[src/sv/sng_pkg.sv]
package sng_pkg;

  // default sizes
  localparam int HIDDEN_UNITS_DEF = 16;
  localparam int FEATURES_DEF     = 16;
  localparam int MAX_SAMPLES_DEF  = 65535;

  // stream word widths
  localparam int IN_DATA_W  = 48;
  localparam int IN_USER_W  = 5;
  localparam int OUT_DATA_W = 32;
  localparam int OUT_USER_W = 1;

  // datapath widths
  localparam int ACC_W   = 48;
  localparam int TERM_W  = 32;
  localparam int VAL_W   = 16;
  localparam int ERR_W   = 17;
  localparam int CNT_W   = 16;
  localparam int MUL_A_W = 37;
  localparam int MUL_B_W = 17;
  localparam int PROD_W  = 54;
  localparam int REQ_W   = 3;
  localparam int KIND_W  = 2;
  localparam int IDX_W   = 6;

  localparam logic signed [MUL_B_W-1:0] ONE_Q12 = 17'sd4096;

  // request codes
  localparam logic [REQ_W-1:0] REQ_CLEAR  = 3'd0;
  localparam logic [REQ_W-1:0] REQ_LOAD   = 3'd1;
  localparam logic [REQ_W-1:0] REQ_SAMPLE = 3'd2;
  localparam logic [REQ_W-1:0] REQ_ACT    = 3'd3;
  localparam logic [REQ_W-1:0] REQ_FEAT   = 3'd4;
  localparam logic [REQ_W-1:0] REQ_READ   = 3'd5;

  // read kinds
  localparam logic [KIND_W-1:0] KIND_BIAS   = 2'd0;
  localparam logic [KIND_W-1:0] KIND_OUT_W  = 2'd1;
  localparam logic [KIND_W-1:0] KIND_HIDDEN = 2'd2;

  // datapath micro-operations
  typedef enum logic [4:0] {
    OP_NONE, OP_ACCEPT, OP_FLAG, OP_SWEEP_INIT, OP_SWEEP, OP_WLOAD,
    OP_SAMPLE, OP_SAMPLE_ACC, OP_ACT_RD, OP_ACT_ACC, OP_ACT_MUL2, OP_ACT_WR,
    OP_FEAT_INIT, OP_FEAT_RD, OP_FEAT_MUL, OP_FEAT_ACC,
    OP_RD_ISSUE, OP_DIV_INIT, OP_DIV_STEP, OP_RD_FIN, OP_PUSH
  } dp_op_t;

  typedef struct packed {
    dp_op_t op;
  } ctl_cmd_t;

  typedef struct packed {
    logic [REQ_W-1:0] req;
    logic             bad;
    logic             sweep_last;
    logic             feat_last;
    logic             div_last;
    logic             out_free;
  } dp_stat_t;

  // saturating 48-bit add, returns {saturated, sum}
  function automatic logic [ACC_W:0] sat_add48(input logic signed [ACC_W-1:0] a,
                                               input logic signed [ACC_W-1:0] b);
    logic signed [ACC_W:0] s;
    logic [ACC_W:0] r;
    s = {a[ACC_W-1], a} + {b[ACC_W-1], b};
    if (s[ACC_W] != s[ACC_W-1]) begin
      r = s[ACC_W] ? {1'b1, 1'b1, {(ACC_W-1){1'b0}}} : {1'b1, 1'b0, {(ACC_W-1){1'b1}}};
    end else begin
      r = {1'b0, s[ACC_W-1:0]};
    end
    return r;
  endfunction

  // saturate to 32 bits signed, returns {saturated, value}
  function automatic logic [TERM_W:0] sat_to32(input logic signed [PROD_W-1:0] v);
    logic [TERM_W:0] r;
    if (v > PROD_W'(64'sd2147483647)) begin
      r = {1'b1, 1'b0, {(TERM_W-1){1'b1}}};
    end else if (v < -PROD_W'(64'sd2147483648)) begin
      r = {1'b1, 1'b1, {(TERM_W-1){1'b0}}};
    end else begin
      r = {1'b0, v[TERM_W-1:0]};
    end
    return r;
  endfunction

endpackage

[src/sv/sng_ctrl.sv]
module sng_ctrl (
  input  logic              clk,
  input  logic              rst,
  input  logic              s_tvalid,
  output logic              s_tready,
  input  sng_pkg::dp_stat_t stat,
  output sng_pkg::ctl_cmd_t cmd
);
  import sng_pkg::*;

  typedef enum logic [14:0] {
    S_INIT       = 15'b000000000000001,
    S_IDLE       = 15'b000000000000010,
    S_DECODE     = 15'b000000000000100,
    S_SWEEP      = 15'b000000000001000,
    S_SAMPLE_ACC = 15'b000000000010000,
    S_ACT_ACC    = 15'b000000000100000,
    S_ACT_MUL2   = 15'b000000001000000,
    S_ACT_WR     = 15'b000000010000000,
    S_FEAT_RD    = 15'b000000100000000,
    S_FEAT_MUL   = 15'b000001000000000,
    S_FEAT_ACC   = 15'b000010000000000,
    S_RD_WAIT    = 15'b000100000000000,
    S_DIV        = 15'b001000000000000,
    S_RD_FIN     = 15'b010000000000000,
    S_DONE       = 15'b100000000000000
  } state_t;

  state_t state, state_next;

  assign s_tready = (state == S_IDLE);

  // state register
  always_ff @(posedge clk) begin
    if (rst) begin
      state <= S_INIT;
    end else begin
      state <= state_next;
    end
  end

  // next state and command
  always_comb begin
    state_next = state;
    cmd.op     = OP_NONE;
    unique case (state)
      S_INIT: begin
        cmd.op = OP_SWEEP;
        if (stat.sweep_last) state_next = S_IDLE;
      end
      S_IDLE: begin
        if (s_tvalid) begin
          cmd.op     = OP_ACCEPT;
          state_next = S_DECODE;
        end
      end
      S_DECODE: begin
        state_next = S_DONE;
        case (stat.req)
          REQ_CLEAR: begin
            cmd.op     = OP_SWEEP_INIT;
            state_next = S_SWEEP;
          end
          REQ_LOAD: cmd.op = OP_WLOAD;
          REQ_SAMPLE: begin
            if (stat.bad) cmd.op = OP_FLAG;
            else begin
              cmd.op     = OP_SAMPLE;
              state_next = S_SAMPLE_ACC;
            end
          end
          REQ_ACT: begin
            if (stat.bad) cmd.op = OP_FLAG;
            else begin
              cmd.op     = OP_ACT_RD;
              state_next = S_ACT_ACC;
            end
          end
          REQ_FEAT: begin
            if (stat.bad) cmd.op = OP_FLAG;
            else begin
              cmd.op     = OP_FEAT_INIT;
              state_next = S_FEAT_RD;
            end
          end
          REQ_READ: begin
            if (stat.bad) cmd.op = OP_FLAG;
            else begin
              cmd.op     = OP_RD_ISSUE;
              state_next = S_RD_WAIT;
            end
          end
          default: cmd.op = OP_NONE;
        endcase
      end
      S_SWEEP: begin
        cmd.op = OP_SWEEP;
        if (stat.sweep_last) state_next = S_DONE;
      end
      S_SAMPLE_ACC: begin
        cmd.op     = OP_SAMPLE_ACC;
        state_next = S_DONE;
      end
      S_ACT_ACC: begin
        cmd.op     = OP_ACT_ACC;
        state_next = S_ACT_MUL2;
      end
      S_ACT_MUL2: begin
        cmd.op     = OP_ACT_MUL2;
        state_next = S_ACT_WR;
      end
      S_ACT_WR: begin
        cmd.op     = OP_ACT_WR;
        state_next = S_DONE;
      end
      S_FEAT_RD: begin
        cmd.op     = OP_FEAT_RD;
        state_next = S_FEAT_MUL;
      end
      S_FEAT_MUL: begin
        cmd.op     = OP_FEAT_MUL;
        state_next = S_FEAT_ACC;
      end
      S_FEAT_ACC: begin
        cmd.op     = OP_FEAT_ACC;
        state_next = stat.feat_last ? S_DONE : S_FEAT_RD;
      end
      S_RD_WAIT: begin
        cmd.op     = OP_DIV_INIT;
        state_next = S_DIV;
      end
      S_DIV: begin
        cmd.op = OP_DIV_STEP;
        if (stat.div_last) state_next = S_RD_FIN;
      end
      S_RD_FIN: begin
        cmd.op     = OP_RD_FIN;
        state_next = S_DONE;
      end
      S_DONE: begin
        if (stat.out_free) begin
          cmd.op     = OP_PUSH;
          state_next = S_IDLE;
        end
      end
      default: state_next = S_INIT;
    endcase
  end

endmodule

[config.mk]
export PLATFORM = sky130hd
export DESIGN_NAME = sng_ctrl
export DESIGN_NICKNAME = d
export VERILOG_FILES = /design/src/sv/sng_pkg.sv /design/src/sv/sng_ctrl.sv
export SDC_FILE = /design/constraint.sdc
export NUM_CORES = 1
export LEC_CHECK = 0
export BUFFER_PORTS_ARGS = -buffer_cell sky130_fd_sc_hd__buf_4
export CAP_MARGIN = 0
export CORE_UTILIZATION = 45
export DETAILED_ROUTE_END_ITERATION = 8
export REMOVE_ABC_BUFFERS = 1
export SETUP_SLACK_MARGIN = 0.1
export SLEW_MARGIN = 0
export SYNTH_ARGS = -nofsm -noshare
export SYNTH_HDL_FRONTEND = slang
export SYNTH_SLANG_ARGS = --single-unit
[constraint.sdc]
create_clock -name clk -period 2.1 [get_ports clk]
set_clock_uncertainty 0.05 [all_clocks]
set_input_delay 0.42 -clock clk [delete_from_list [all_inputs] [get_ports clk]]
set_output_delay 0.42 -clock clk [all_outputs]
set_load 0.01 [all_outputs]
==> qor.yml <==
timing:
  rsz0062_at_grt: "yes"
  fin_hold_ws_ns: 0.306
  fin_crit_ns: 2.42
  finalCritPeriodShare_pct: 115
  hold_viol_final: 0
  maxSlewHeadroom_pct: 75.7
  finalSetupViolCount: 6
  timing.final.ws_setup_ns: -0.322
  finalMaxSlewViolations: 0
  fmax_mhz: 413
  tightest_slew_ns: 0.361
logic_synthesis:
  synth_warnings: 0
  synth.avg_cell_area_um2: 8.47
  synth_ff_type: "dfxtp_1"
  synth-edff-count: 0
  syn_area_um2: 1420
  syn_inst: 167
  synth.distinct_cells: 56
  ys_ff_latch: 15
  async_flop_share_pct: 0
  yosysSeqAreaShare_pct: 21.2
worst_hold_path:
  hp-start: "stat[4]"
  hp-class: "input port to flip-flop"
  holdPathStages: 2
  min_to: "state[4]$_SDFFE_PP0P_"
layout:
  reg_top3: "state x15"
  utilization_pct: 70.9
  final_area_um2: 2040
  syn2layout_area_growth_pct: 44.1
  largest-register: "state"
  largest_reg_flops: 15
  drive_gt1_share_pct: 51.6
  fin_nets: 235
  fill_cells: 239
  finalNonFillerCells: 265
  final_common_cell: "buf_4"
  diodes: 0
  layout_common_cells: "63 x buf_4, 16 x nor2_1, 9 x nand2_1, 9 x dfxtp_2, 8 x nor3_1"
global_routing:
  grt_pass1_vias: 1527
  overflow: 0
  grt_pass1_wl_mm: 7.33
  grt_usage_pct: 28.7
  grt_max_degree: 13
  antenna_found_initial: 0
power:
  power.internal_mw: 0.791
  p_switching_mw: 0.480
  p_leak_nw: 0.820
  ir_worst_vdd_v: 0.000480
  switching_share_pct: 37.7
  p_per_area_nw_per_um2: 623
  clkPwrFrac_pct: 14.2
  p_seq_share_pct: 26.8
  pwr-share-comb_pct: 59.0
worst_setup_path:
  cp.arrival_ns: 1.95
  path_delay_family: "compound AO/OA/AOI/OAI gates"
  r2r_cells: 10
  r2r-start: "state[3]$_SDFFE_PP0P_"
  reg2reg_to: "state[7]$_SDFFE_PP0P_"
  end_kind: "primary output"
  cp_slowest_cell: "nor4_4"
  cp_slowest_stage_delay_ns: 0.38
  crit_required_ns: 1.63
  start_kind: "flip-flop"
  path_buf_inv: 2
  path_cells: "nor4_4, buf_6, mux2i_1, a2bb2oi_1, o22ai_1, a32o_1, buf_4"
  rrSetupSlack_ns: 0.03
  path_max_fanout: 5
  path_class: "flip-flop to primary output"
floorplanning:
  coreArea_um2: 2880
  die-area_um2: 3370
  die_h_um: 58.1
  rows: 19
  start_util_pct: 49.2
  ios: 17
  die_w_um: 58.1
cts:
  cts_buffers: 3
  cts.sinks: 15
  tritoncts: "built"
  cts_max_level: 1
  clkLatencyLatePin_ns: 0.30
  clockBufferDepth: 2
  clockRootBuffer: "clkbuf_4"
  path_clk_slew_ns: 0.09
routing:
  wire_per_inst_um: 17.1
  ant_nets: 0
  dr.pass1.iters: 4
  vias: 1591
  drt_iter0_markers: 83
  avgViaCountPerCell: 6.00
  routed_wl_mm: 4.54
  drc_errors: 0
placement:
  gp_congestion: 0.916
  portBuffers: 16
  place_area_um2: 1760
  dp.cells: 252
  dpl.hpwl_mm: 3.22
job:
  drv_cap: 0
outcome:
  status: "complete, but fails checks"
  violations: "negative setup slack"
-- metal layers --
metal | vias up | track usage, % | routed length, µm
met4 | 0 | 10.5 | 89
met3 | 9 | 5.80 | 243
li1 | 746 | - | -
met5 | - | 0 | 0
met1 | 788 | 37.1 | 1980
met2 | 48 | 47.1 | 2230
-- worst reg2reg max path, stage by stage, from the launching register on --
cell and delay, ns:
dfxtp_4 0.40, nor4_4 0.05, buf_4 0.16, buf_6 0.13
buf_4 0.13, nand4_1 0.12, buf_4 0.15, nor2_2 0.05
or3_4 0.36, buf_4 0.16, nor4_4 0.24
-- logic make-up (layout without fill, tap and decap cells) --
group	Yosys count	after routing	share of synthesized area, %
buf+inv	21	77	12.2
simple gates	88	88	42.4
compound gates	33	33	17.6
mux	3	3	2.21
flops	15	15	21.2
xor+xnor	7	7	4.33
-- power by group through the flow --
stage / logic [mW] / clock network [mW] / registers [mW]
after floorplan: 0.265 / 0 / 0.349
after global placement: 0.591 / 0 / 0.334
after detailed placement: 0.595 / 0 / 0.334
after CTS: 0.657 / 0.178 / 0.331
after global routing: 0.794 / 0.203 / 0.343
final: 0.750 / 0.180 / 0.340
-- worst max-delay path by stage --
| stage | startpoint | endpoint | slack [ns] | depth (start not counted) |
|---|---|---|---|---|
| after floorplan | state[6]$_SDFFE_PP0P_ | cmd[0] | -0.13 | 5 |
| after global placement | state[8]$_SDFFE_PP0P_ | cmd[4] | -0.01 | 7 |
| after detailed placement | state[8]$_SDFFE_PP0P_ | cmd[3] | -0.05 | 7 |
| after CTS | state[0]$_SDFFE_PP1P_ | cmd[3] | -0.28 | 8 |
| after global routing | state[3]$_SDFFE_PP0P_ | cmd[3] | -0.39 | 8 |
| final | state[11]$_SDFFE_PP0P_ | cmd[4] | -0.32 | 7 |
-- synthesized netlist by cell type (all sizes together), types with 7 or more instances --
cell | instances | area share (%)
nor2 | 18 | 4.8
dfxtp | 15 | 21
nor3 | 11 | 5.0
nand2 | 10 | 2.7
buf | 8 | 5.2
clkbuf | 8 | 5.7
nor4b | 8 | 5.8
nand3 | 7 | 2.8
nor4 | 7 | 6.3
o21ai | 7 | 2.5
-- cell type report --
cell class / instances / area (µm²) / area share, %
multi-input cells: 131 / 1100 / 53.7
repair buffers: 68 / 523 / 25.6
well taps: 42 / 52.6 / 2.58
clock buffers: 4 / 26.3 / 1.29
flip-flops and latches: 15 / 323 / 15.8
inverters: 5 / 18.8 / 0.920
-- repair_timing --
action,in CTS,in global routing
cloned,1,0
setup buffers,4,4
hold buffers,0,0
setup endpoints to repair,10,15
pin swaps,5,11
gates resized for setup,22,23
-- per-stage QoR --
step / power [mW] / setup slack, ns / TNS (ns)
floorplan: 0.614 / -0.133 / -0.165
global placement: 0.924 / -0.0135 / -0.0135
detailed placement: 0.930 / -0.0489 / -0.127
CTS: 1.17 / -0.280 / -1.44
global route: 1.34 / -0.390 / -2.25
finish: 1.27 / -0.322 / -1.62
No activity file was read; power rests on OpenSTA's default activity.
